==> src/cafs_pkg.sv <==
// Shared types and constants of the contrast autofocus search block:
// action codes, search phases, register indexes and the result descriptor.
// No dependencies.
package cafs_pkg;

	localparam int CONTRAST_BITS_DEF = 24;
	localparam int POSITION_BITS_DEF = 16;

	localparam int CFG_IDX_W  = 2;
	localparam int CFG_DATA_W = 16;

	localparam logic [CFG_IDX_W-1:0] REG_THRESHOLD = 2'd0;
	localparam logic [CFG_IDX_W-1:0] REG_LIMIT     = 2'd1;
	localparam logic [CFG_IDX_W-1:0] REG_BACKLASH  = 2'd2;

	localparam logic [15:0] THRESHOLD_RST = 16'd3277;
	localparam logic [7:0]  LIMIT_RST     = 8'd10;
	localparam logic [3:0]  BACKLASH_RST  = 4'd5;

	localparam logic CMD_START   = 1'b0;
	localparam logic CMD_OBSERVE = 1'b1;

	typedef enum logic [1:0] {
		ACT_MEASURE = 2'd0,
		ACT_UP      = 2'd1,
		ACT_DOWN    = 2'd2,
		ACT_DONE    = 2'd3
	} action_t;

	typedef enum logic [3:0] {
		PH_IDLE  = 4'b0001,
		PH_INIT  = 4'b0010,
		PH_OTHER = 4'b0100,
		PH_RETRY = 4'b1000
	} phase_t;

	// Step beats first, then one tail beat.
	typedef struct packed {
		logic [3:0]  steps;
		logic        step_down;
		action_t     tail_act;
		logic        found;
		logic [15:0] pos;
	} desc_t;

endpackage

==> src/cafs_beats.sv <==
// Result sequencer: expands one descriptor into its step beats and tail beat.
// Depends on cafs_pkg.
module cafs_beats (
	input  logic              clk,
	input  logic              arst_n,
	input  logic              desc_valid,
	input  cafs_pkg::desc_t   desc,
	output logic              desc_ready,
	output logic              out_valid,
	input  logic              out_ready,
	output logic [1:0]        action,
	output logic              found,
	output logic signed [15:0] focus_position,
	output logic              last
);

	cafs_pkg::desc_t desc_q;
	logic            valid_q;
	logic [3:0]      cnt_q;
	logic            tail;

	assign tail       = (cnt_q == 4'd0);
	assign desc_ready = !valid_q || (out_ready && tail);
	assign out_valid  = valid_q;
	assign last       = tail;

	always_comb begin
		if (!tail) begin
			action = desc_q.step_down ? cafs_pkg::ACT_DOWN : cafs_pkg::ACT_UP;
		end else begin
			action = desc_q.tail_act;
		end
	end

	assign found          = tail && desc_q.found;
	assign focus_position = tail ? desc_q.pos : 16'sd0;

	always_ff @(posedge clk or negedge arst_n) begin
		if (!arst_n) begin
			valid_q <= 1'b0;
			cnt_q   <= 4'd0;
		end else if (desc_ready) begin
			valid_q <= desc_valid;
			if (desc_valid) begin
				cnt_q <= desc.steps;
			end
		end else if (out_ready) begin
			cnt_q <= cnt_q - 4'd1;
		end
	end

	always_ff @(posedge clk) begin
		if (desc_ready && desc_valid) begin
			desc_q <= desc;
		end
	end

endmodule

==> src/contrast_autofocus_search.sv <==
// Top level of the hill-climb contrast autofocus sequencer.
// Depends on cafs_pkg and cafs_beats.
//
// An input beat is taken into an input stage; when it leaves that stage the
// search state is updated and a descriptor of its results is handed to the
// result sequencer, which sends one result beat per cycle while out_ready is
// high. An item causes one result beat for a start or an ended search that
// restarts or finishes, two for a step and measure, and backlash_steps plus
// one where the search turns around. The input side takes one beat per cycle
// while results drain, until an input-stage beat waits behind the single
// descriptor held in the sequencer. The new-maximum test compares against a
// stored product of the best contrast and the gain factor, recomputed with a
// single multiplier in any cycle the input stage is empty. A configuration
// beat is taken only while the input stage is empty, and an input beat is not
// taken in a cycle in which a configuration beat is offered.
module contrast_autofocus_search #(
	parameter int CONTRAST_BITS = cafs_pkg::CONTRAST_BITS_DEF,
	parameter int POSITION_BITS = cafs_pkg::POSITION_BITS_DEF
) (
	input  logic                               clk,
	input  logic                               arst_n,
	input  logic                               cfg_valid,
	output logic                               cfg_ready,
	input  logic [cafs_pkg::CFG_IDX_W-1:0]     cfg_index,
	input  logic [cafs_pkg::CFG_DATA_W-1:0]    cfg_data,
	input  logic                               in_valid,
	output logic                               in_ready,
	input  logic                               command,
	input  logic                               reverse_wanted,
	input  logic [23:0]                        contrast,
	input  logic signed [15:0]                 position,
	input  logic                               at_lower_limit,
	input  logic                               at_upper_limit,
	output logic                               out_valid,
	input  logic                               out_ready,
	output logic [1:0]                         action,
	output logic                               found,
	output logic signed [15:0]                 focus_position,
	output logic                               last
);

	localparam int PROD_W = CONTRAST_BITS + 17;
	localparam logic [32:0] CMAX = (33'd1 << CONTRAST_BITS) - 33'd1;

	logic [15:0] thr_q;
	logic [7:0]  limit_q;
	logic [3:0]  backlash_q;

	logic                     s1_valid_q;
	logic                     command_s1;
	logic                     rw_s1;
	logic [CONTRAST_BITS-1:0] contrast_s1;
	logic [POSITION_BITS-1:0] position_s1;
	logic                     lower_s1;
	logic                     upper_s1;

	cafs_pkg::phase_t         phase_q, phase_n;
	logic                     wrev_q, wrev_n;
	logic                     started_q, started_n;
	logic                     srev_q, srev_n;
	logic                     first_q, first_n;
	logic                     rose_q, rose_n;
	logic [7:0]               miss_q, miss_n;
	logic [CONTRAST_BITS-1:0] best_q, best_n;
	logic [POSITION_BITS-1:0] bpos_q, bpos_n;
	logic [PROD_W-1:0]        scaled_q;

	logic [CONTRAST_BITS-1:0] c_sat;
	logic [CONTRAST_BITS-1:0] mult_op;
	logic [16:0]              gain;
	logic [PROD_W-1:0]        prod;
	logic                     gt;
	logic                     take, clr, stop, fin, fin_found, bl, nb, nb_dir;
	logic [POSITION_BITS-1:0] bpos_cur;
	logic                     desc_make, desc_ready, s1_go, in_acc;
	cafs_pkg::desc_t          desc;

	assign cfg_ready = !s1_valid_q;
	assign desc_make = !command_s1 || (phase_q != cafs_pkg::PH_IDLE);
	assign s1_go     = s1_valid_q && (!desc_make || desc_ready);
	assign in_ready  = (!s1_valid_q || s1_go) && !cfg_valid;
	assign in_acc    = in_valid && in_ready;

	assign c_sat = ({9'd0, contrast} > CMAX) ? CMAX[CONTRAST_BITS-1:0]
		: CONTRAST_BITS'(contrast);

	assign gain    = {1'b1, 16'd0} + {1'b0, thr_q};
	assign mult_op = s1_valid_q ? contrast_s1 : best_q;
	assign prod    = PROD_W'(mult_op) * PROD_W'(gain);
	assign gt      = {1'b0, contrast_s1, 16'd0} > scaled_q;

	always_comb begin
		phase_n   = phase_q;
		wrev_n    = wrev_q;
		started_n = started_q;
		srev_n    = srev_q;
		first_n   = first_q;
		rose_n    = rose_q;
		miss_n    = miss_q;
		take      = 1'b0;
		clr       = 1'b0;
		stop      = 1'b0;
		fin       = 1'b0;
		fin_found = 1'b0;
		bl        = 1'b0;
		nb        = 1'b0;
		nb_dir    = 1'b0;
		bpos_cur  = bpos_q;
		desc      = '{steps: 4'd0, step_down: 1'b0, tail_act: cafs_pkg::ACT_MEASURE,
			found: 1'b0, pos: 16'd0};
		if (!command_s1) begin
			wrev_n    = rw_s1;
			started_n = (rw_s1 && lower_s1) || (!rw_s1 && upper_s1);
			phase_n   = cafs_pkg::PH_INIT;
			nb        = 1'b1;
			nb_dir    = started_n ? !rw_s1 : rw_s1;
		end else if (phase_q != cafs_pkg::PH_IDLE) begin
			if (first_q) begin
				first_n = 1'b0;
				take    = 1'b1;
			end else begin
				if (gt) begin
					take   = 1'b1;
					rose_n = 1'b1;
					miss_n = 8'd0;
				end else if (miss_q != 8'hFF) begin
					miss_n = miss_q + 8'd1;
				end
				stop = (miss_n >= limit_q);
			end
			if (srev_q ? lower_s1 : upper_s1) begin
				stop = 1'b1;
			end
			if (take) begin
				bpos_cur = position_s1;
			end
			if (!stop) begin
				desc.steps     = 4'd1;
				desc.step_down = srev_q;
			end else begin
				unique case (phase_q)
					cafs_pkg::PH_INIT: begin
						if (rose_n && !started_q) begin
							fin       = 1'b1;
							fin_found = 1'b1;
						end else if (rose_n) begin
							bl      = 1'b1;
							phase_n = cafs_pkg::PH_RETRY;
							nb      = 1'b1;
							nb_dir  = wrev_q;
						end else begin
							phase_n = cafs_pkg::PH_OTHER;
							nb      = 1'b1;
							nb_dir  = !srev_q;
						end
					end
					cafs_pkg::PH_RETRY: begin
						if (rose_n) begin
							fin       = 1'b1;
							fin_found = 1'b1;
						end else if (started_q) begin
							phase_n = cafs_pkg::PH_OTHER;
							nb      = 1'b1;
							nb_dir  = wrev_q;
						end else begin
							fin = 1'b1;
						end
					end
					cafs_pkg::PH_OTHER: begin
						if (rose_n && started_q) begin
							fin       = 1'b1;
							fin_found = 1'b1;
						end else if (rose_n) begin
							bl      = 1'b1;
							phase_n = cafs_pkg::PH_RETRY;
							nb      = 1'b1;
							nb_dir  = wrev_q;
						end else begin
							fin = 1'b1;
						end
					end
					default: begin
						phase_n = cafs_pkg::PH_IDLE;
					end
				endcase
			end
		end
		if (fin) begin
			phase_n       = cafs_pkg::PH_IDLE;
			desc.tail_act = cafs_pkg::ACT_DONE;
			desc.found    = fin_found;
			desc.pos      = fin_found ? 16'(bpos_cur) : 16'd0;
		end
		if (bl) begin
			desc.steps     = backlash_q;
			desc.step_down = srev_q;
		end
		if (nb) begin
			srev_n  = nb_dir;
			first_n = 1'b1;
			rose_n  = 1'b0;
			miss_n  = 8'd0;
			clr     = 1'b1;
		end
		best_n = clr ? '0 : (take ? contrast_s1 : best_q);
		bpos_n = clr ? '0 : bpos_cur;
	end

	always_ff @(posedge clk or negedge arst_n) begin
		if (!arst_n) begin
			thr_q      <= cafs_pkg::THRESHOLD_RST;
			limit_q    <= cafs_pkg::LIMIT_RST;
			backlash_q <= cafs_pkg::BACKLASH_RST;
		end else if (cfg_valid && cfg_ready) begin
			unique case (cfg_index)
				cafs_pkg::REG_THRESHOLD: thr_q      <= cfg_data;
				cafs_pkg::REG_LIMIT:     limit_q    <= cfg_data[7:0];
				cafs_pkg::REG_BACKLASH:  backlash_q <= cfg_data[3:0];
				default: ;
			endcase
		end
	end

	always_ff @(posedge clk or negedge arst_n) begin
		if (!arst_n) begin
			s1_valid_q <= 1'b0;
		end else if (in_acc) begin
			s1_valid_q <= 1'b1;
		end else if (s1_go) begin
			s1_valid_q <= 1'b0;
		end
	end

	always_ff @(posedge clk) begin
		if (in_acc) begin
			command_s1  <= command;
			rw_s1       <= reverse_wanted;
			contrast_s1 <= c_sat;
			position_s1 <= POSITION_BITS'(position);
			lower_s1    <= at_lower_limit;
			upper_s1    <= at_upper_limit;
		end
	end

	always_ff @(posedge clk or negedge arst_n) begin
		if (!arst_n) begin
			phase_q   <= cafs_pkg::PH_IDLE;
			wrev_q    <= 1'b0;
			started_q <= 1'b0;
			srev_q    <= 1'b0;
			first_q   <= 1'b0;
			rose_q    <= 1'b0;
			miss_q    <= 8'd0;
			best_q    <= '0;
			bpos_q    <= '0;
			scaled_q  <= '0;
		end else if (s1_go) begin
			phase_q   <= phase_n;
			wrev_q    <= wrev_n;
			started_q <= started_n;
			srev_q    <= srev_n;
			first_q   <= first_n;
			rose_q    <= rose_n;
			miss_q    <= miss_n;
			best_q    <= best_n;
			bpos_q    <= bpos_n;
			if (clr) begin
				scaled_q <= '0;
			end else if (take) begin
				scaled_q <= prod;
			end
		end else if (!s1_valid_q) begin
			scaled_q <= prod;
		end
	end

	cafs_beats u_beats (
		.clk            (clk),
		.arst_n         (arst_n),
		.desc_valid     (s1_valid_q && desc_make),
		.desc           (desc),
		.desc_ready     (desc_ready),
		.out_valid      (out_valid),
		.out_ready      (out_ready),
		.action         (action),
		.found          (found),
		.focus_position (focus_position),
		.last           (last)
	);

endmodule

==> config.mk <==
export PLATFORM = sky130hd
export DESIGN_NAME = contrast_autofocus_search
export DESIGN_NICKNAME = d
export VERILOG_FILES = /design/src/cafs_pkg.sv /design/src/cafs_beats.sv /design/src/contrast_autofocus_search.sv
export SDC_FILE = /design/constraint.sdc
export NUM_CORES = 1
export LEC_CHECK = 0
export BUFFER_PORTS_ARGS = -buffer_cell sky130_fd_sc_hd__buf_2
export CORE_MARGIN = 2
export CORE_UTILIZATION = 45
export DETAILED_ROUTE_END_ITERATION = 6
export PLACE_DENSITY = 0.7
export REMOVE_ABC_BUFFERS = 1
export SLEW_MARGIN = 10
export SYNTH_ARGS = -nofsm -noshare
export SYNTH_HDL_FRONTEND = slang
export SYNTH_SLANG_ARGS = --single-unit
==> constraint.sdc <==
create_clock -name clk -period 7.2 [get_ports clk]
set_input_delay 1.08 -clock clk [delete_from_list [all_inputs] [get_ports clk]]
set_output_delay 1.08 -clock clk [all_outputs]
set_load 0.01 [all_outputs]
==> key figures, run 1 <==
STA
  – Worst-margin pin slew: 1.14 ns
  – # setup viols final: 0
  – Tmin final: 7.02 ns
  – Max-slew violations: 0
  – Max-slew headroom: 23.5%
  – Fmax: 142 MHz
  – Final period utilization: 97.5%
  – Hold Vio Cnt, Final: 0
  – Clock skew: 0.0139 ns
  – Final worst setup slack: 0.182 ns

GRT
  – Vias in the first global route: 17,663
  – Largest net degree at the start of global routing: 76
  – Grt ovf: 0
  – Gr usage total: 23.2%
  – Initial antenna violation count: 0
  – Wire length of the first global-routing pass: 92,300 µm

Placement
  – Cell Area, Placed: 23,500 µm²
  – Routability cong.: 0.962
  – IO Port Bufs: 89
  – Pre-CTS setup slack: 0.0813 ns
  – DP Wirelength: 44,300 µm

Cells and area
  – Layout fillers: 4,535
  – Cell area after layout: 24,200 µm²
  – Share of layout cells above drive strength 1: 10.4%
  – Most frequent cells in the layout: 491 x inv_1, 399 x nand2_1, 329 x fa_1, 152 x and2_1, 149 x ha_1
  – Multi-input logic area: 14,900 µm²
  – Nets@finish: 2,990
  – Layout area overhead: 9.02%
  – Commonest non-fill, non-tap cell in the layout: inv_1
  – Final Util: 49.5%
  – Reg area: 5210 µm²
  – Diodes inserted: 0

Detailed routing
  – Routed Antenna Nets: 0
  – Post-route DRC violation count: 0
  – Via-per-instance ratio: 5.39
  – Met3 wire len: 3480 µm
  – Met2 WL post-DR: 27,100 µm
  – Top layer in use: met4
  – M1 WL: 23,600 µm
  – DR vias: 16,817
  – Drt total wl: 56,500 µm
  – Starting DRT DRC Count: 1,311
  – 1st-pass router iterations: 7
  – Avg WL per Cell: 18.1 µm

Worst setup path
  – CP Data Arrival Time: 7.34 ns
  – Worst setup SP type: flip-flop
  – CP Capture Type: flip-flop
  – Crit Path Max Fanout: 25
  – Worst setup path class: flip-flop to flip-flop
  – Worst path required time: 7.52 ns

Logic synthesis
  – Post-Syn Instances: 2,384
  – Async set-reset flop share out of synthesis: 67.7%
  – Largest area contributor in the netlist: fa_1
  – Register area share after synthesis: 23.5%
  – Synthesized area per cell: 9.31 µm²
  – Post-synth EDFFs: 63
  – Synth top area share: 29.7%
  – Netlist cell types: 75
  – Top FF cell, synth: dfrtp_1
  – Yosys reg bits: 195
  – Synthesized cell area: 22,200 µm²
  – Syn. warnings: 0
  – Dominant cells by area after synthesis: fa_1 30%, dfrtp_1 14%, edfxtp_1 8.5%

CTS
  – Clock buffer depth: 2
  – Post-CTS setup buffers: 0
  – Clk pin slew, worst setup/hold paths: 0.08 ns
  – Num CTS Buffers: 17
  – Worst skew pair latency: 0.46 ns
  – Post_cts resized: 0
  – CTS tree: done
  – Root buf cell: clkbuf_16
  – # hold bufs at CTS: 0
  – Clock sinks: 195
  – H-tree depth: 4

Die
  – Io pins: 90
  – Die H: 226 µm
  – CORE AREA: 48,800 µm²
  – Die area: 51,100 µm²
  – Die X: 226 µm
  – Starting density of the core: 45.4%
  – Rows: 81

Min path
  – Min-delay worst type: flip-flop to flip-flop

Run status
  – Status: finished clean

Job
  – Max-cap violations: 0
-- worst paths after layout --
path,start,to,slack [ns],cells past startpoint
worst max-delay path,s1_valid_q,scaled_q[33],0.18,23
max in group asynchronous,arst_n,scaled_q[21],5.26,2
worst max register to register,s1_valid_q,scaled_q[33],0.18,23
worst min-delay path,best_q[18],best_q[18],0.51,1
min in group asynchronous,arst_n,limit_q[2],0.67,1
worst min register to register,best_q[18],best_q[18],0.51,1
-- cell usage after synthesis (5+ instances only) --
library cell	n
fa_1	329
nor4_1	5
nor2_1	79
mux2_2	46
o21a_1	5
xor2_1	16
nand2_1	399
nand3_1	29
mux2i_1	20
a211oi_1	17
a21o_1	22
xnor2_1	21
and2_1	154
edfxtp_1	63
dfstp_2	12
nor2b_1	8
buf_2	8
clkbuf_1	87
o21ai_0	44
a22o_1	33
inv_1	491
nor3_1	11
nand4_1	9
dfrtp_1	120
ha_1	149
a31oi_1	9
a21oi_1	107
and3_1	11
-- final cells by class --
type                       count  share of cell area, %
clock buffer                  20                   1.85
clock inverter                12                  0.501
multi-input combinational   1600                   61.6
sequential                   195                   21.5
inverter                     491                   7.61
tap                          664                   3.43
timing repair buffer         140                   3.50
-- cells by family (layout without fill, tap and decap cells) --
kind of cell,count (synthesis),in the layout,synth area share (%)
compound gates,286,286,8.48
xor+xnor,37,37,1.46
fa+ha+maj,479,479,38.1
buf+inv,589,663,10.0
flops,195,195,23.5
mux,66,66,3.23
simple gates,732,732,15.2
-- stage by stage --
stage | setup TNS (ns) | hold WS (ns) | cells
after floorplan | 0 | 0.469 | 2286
after global placement | 0 | 0.486 | 3090
after detailed placement | 0 | 0.487 | 3090
after CTS | 0 | 0.509 | 3122
after global routing | -0.142 | 0.526 | 3122
final | 0 | 0.507 | 3122
-- critical path: stages, from the launching register on --
cell	delay, ns
dfrtp_1	0.40
buf_12	0.23
mux2_4	0.39
and2_1	0.20
fa_1	0.53
inv_1	0.05
fa_1	0.47
fa_1	0.52
inv_1	0.06
fa_1	0.48
fa_1	0.49
inv_1	0.05
fa_1	0.48
inv_1	0.04
ha_1	0.36
a21o_1	0.23
a211o_1	0.30
o2111ai_1	0.11
a32oi_1	0.15
a311oi_2	0.42
o21ai_1	0.16
or4_1	0.49
a32oi_1	0.19
nor2_1	0.05
-- per-layer routing --
layer	vias up	GRT usage (%)
met4	0	8.79
li1	7539	-
met5	-	0
met1	8514	30.8
met3	136	3.58
met2	628	38.3
-- flip-flops by register name, indices dropped and copies added, names as in the netlist, 16 cells and up --
| register | cells |
|---|---|
| position_s1 | 16 |
| thr_q | 16 |
| bpos_q | 16 |
| contrast_s1 | 24 |
| u_beats.desc_q | 19 |
| scaled_q | 41 |
| best_q | 24 |
Power of run 1 is left out: the tool's default activity adds up to more than one toggle a clock period on the data nets, which glitch-free logic cannot reach.
==> run 2, diff against run 1 <==
==> constraint.sdc (replaced) <==
create_clock -name clk -period 7.2 [get_ports clk]
set_input_delay 0 -clock clk [delete_from_list [all_inputs] [get_ports clk]]
set_output_delay 0 -clock clk [all_outputs]
set_load 0.01 [all_outputs]
==> run 2 against run 1 <==
Effect of this change: sequential share of layout area decreased by 0.54 points; fmax hardly changed; cell count is 2.0% higher; global-route usage rose by 0.40 points; sequential cell count did not move; critical path depth unchanged; count of clock-buffer cells in the layout unchanged; setup slack worse by 0.0046 ns; non-clock buffer count rose by 62; via count rose by 1.8%; critical path type unchanged; critical endpoint unchanged; largest cell class unchanged.
==> key figures, run 2 (synthesis gave the netlist of run 1 again) <==
Die
  – Starting density of the core: 45.4% (unchanged)
  – Die H: 226 µm (unchanged)
  – Die X: 226 µm (unchanged)
  – Die area: 51,100 µm² (unchanged)
  – Io pins: 90 (unchanged)
  – CORE AREA: 48,800 µm² (unchanged)
  – Rows: 81 (unchanged)

Detailed routing
  – Drt total wl: 57,800 µm (was 56,500 µm)
  – DR vias: 17,123 (was 16,817)
  – Routed Antenna Nets: 0 (unchanged)
  – Post-route DRC violation count: 0 (unchanged)
  – 1st-pass router iterations: 7 (unchanged)
  – Avg WL per Cell: 18.2 µm (was 18.1 µm)
  – Starting DRT DRC Count: 1,393 (was 1,311)
  – Via-per-instance ratio: 5.38 (was 5.39)

CTS
  – Worst skew pair latency: 0.46 ns (about the same)
  – Clock sinks: 195 (unchanged)
  – Post-CTS setup buffers: 0 (unchanged)
  – H-tree depth: 4 (unchanged)
  – Clock buffer depth: 2 (unchanged)
  – Num CTS Buffers: 17 (unchanged)
  – Root buf cell: clkbuf_16 (unchanged)
  – Clk pin slew, worst setup/hold paths: 0.07 ns (was 0.08 ns)
  – CTS tree: done (unchanged)

STA
  – Hold WS: 0.0292 ns (was 0.507 ns)
  – Fmax: 142 MHz (about the same)
  – Final period utilization: 97.5% (about the same)
  – Hold Vio Cnt, Final: 0 (unchanged)
  – Clock skew: 0.0117 ns (was 0.0139 ns)
  – # setup viols final: 0 (unchanged)
  – Tmin final: 7.02 ns (about the same)
  – Max-slew violations: 0 (unchanged)
  – Worst-margin pin slew: 1.13 ns (was 1.14 ns)
  – Final worst setup slack: 0.178 ns (was 0.182 ns)
  – Max-slew headroom: 24.2% (was 23.5%)

GRT
  – Vias in the first global route: 18,065 (was 17,663)
  – Gr usage total: 23.5% (was 23.2%)
  – Largest net degree at the start of global routing: 76 (unchanged)
  – Wire length of the first global-routing pass: 93,800 µm (was 92,300 µm)
  – Grt ovf: 0 (unchanged)
  – Initial antenna violation count: 0 (unchanged)

Cells and area
  – Layout area overhead: 11.8% (was 9.02%)
  – Share of layout cells above drive strength 1: 10.2% (was 10.4%)
  – Cell area after layout: 24,800 µm² (was 24,200 µm²)
  – Top Registers: scaled_q (41), best_q (24), contrast_s1 (24) (unchanged)
  – Most frequent cells in the layout: 491 x inv_1, 399 x nand2_1, 329 x fa_1, 152 x and2_1, 149 x ha_1 (unchanged)
  – Diodes inserted: 0 (unchanged)
  – Commonest non-fill, non-tap cell in the layout: inv_1 (unchanged)
  – Reg with most FFs: scaled_q (unchanged)
  – Final Util: 50.8% (was 49.5%)
  – Largest register FFs: 41 (unchanged)
  – Nets@finish: 3,052 (was 2,990)

Worst setup path
  – CP Data Arrival Time: 7.34 ns (about the same)
  – CP Capture Type: flip-flop (unchanged)
  – Crit Path Max Fanout: 25 (unchanged)
  – Worst setup SP type: flip-flop (unchanged)
  – Crit-path cells: buf_12 -> mux2_4 -> and2_1 -> fa_1 -> inv_1 -> fa_1 -> fa_1 -> inv_1 -> fa_1 -> fa_1 -> inv_1 -> fa_1 -> inv_1 -> ha_1 -> a21o_1 -> a211o_1 -> o2111ai_1 -> a32oi_1 -> a311oi_2 -> o21ai_1 -> or4_1 -> a32oi_1 -> nor2_1 (unchanged)
  – Worst setup path class: flip-flop to flip-flop (unchanged)
  – Slowest cell on the critical path: fa_1 (unchanged)
  – Most frequent CP cell: fa_1 (unchanged)
  – Max incr delay on CP: 0.53 ns (about the same)
  – Worst path required time: 7.52 ns (about the same)

Min path
  – Min-delay worst type: primary input to flip-flop (was flip-flop to flip-flop)

Placement
  – Cell Area, Placed: 23,500 µm² (unchanged)
  – DP Wirelength: 44,300 µm (unchanged)
  – IO Port Bufs: 89 (unchanged)
  – Routability cong.: 0.962 (unchanged)
  – Pre-CTS setup slack: 0.0813 ns (unchanged)

Run status
  – Status: finished clean (unchanged)

Job
  – Max-cap violations: 0 (unchanged)
==> run 2: final timing paths <==
check | from | endpoint | slack (ns) | depth (start not counted)
setup / recovery | s1_valid_q | scaled_q[33] | 0.18 | 23
min in group asynchronous | arst_n | limit_q[2] | 0.15 | 2
hold / removal | cfg_index[0] | backlash_q[1] | 0.03 | 3
setup reg to reg | s1_valid_q | scaled_q[33] | 0.18 | 23
hold reg to reg | best_q[18] | best_q[18] | 0.51 | 1
max in group asynchronous | arst_n | scaled_q[21] | 5.77 | 3
==> run 2: area by class of cell <==
class	instances	area (µm²)
multi-input cells	1600	14900
flip-flops and latches	195	5210
fillers	4470	24000
clock buffers	20	447
clock inverters	12	121
repair buffers	202	1470
inverters	491	1840
well taps	664	831
==> run 2: worst max-delay path: cells and delay by family, from the launching register on <==
| family | cells | cell delay, ns |
|---|---|---|
| AO/OA/AOI/OAI | 7 | 1.56 |
| adder cells (fa/ha/maj) | 7 | 3.33 |
| buffers and inverters | 5 | 0.43 |
| flip-flops | 1 | 0.40 |
| multiplexers | 1 | 0.39 |
| AND/OR/NAND/NOR | 3 | 0.74 |
==> run 2: repair_timing <==
| action | 4_1_cts | 5_1_grt |
|---|---|---|
| hold buffers | 62 | 0 |
| setup endpoints to repair | 0 | 10 |
| gates resized for setup | 0 | 28 |
| hold endpoints to repair | 140 | 0 |
==> run 2: stage by stage <==
step / TNS, ns / instances
2_1_floorplan: 0 / 2286
3_3_place_gp: 0 / 3090
3_5_place_dp: 0 / 3090
4_1_cts: 0 / 3184
5_1_grt: -0.142 / 3184
6_report: 0 / 3184
==> run 2: per-layer routing <==
metal  routed length (µm)  part of all wire (%)  track usage (%)
met1                23700                    41             30.9
met2                28000                    49             39.3
met3                 3690                   6.4             3.71
met4                 2310                   4.0             9.21
met5                    0                     0                0
Power of run 2 is left out for the same reason.
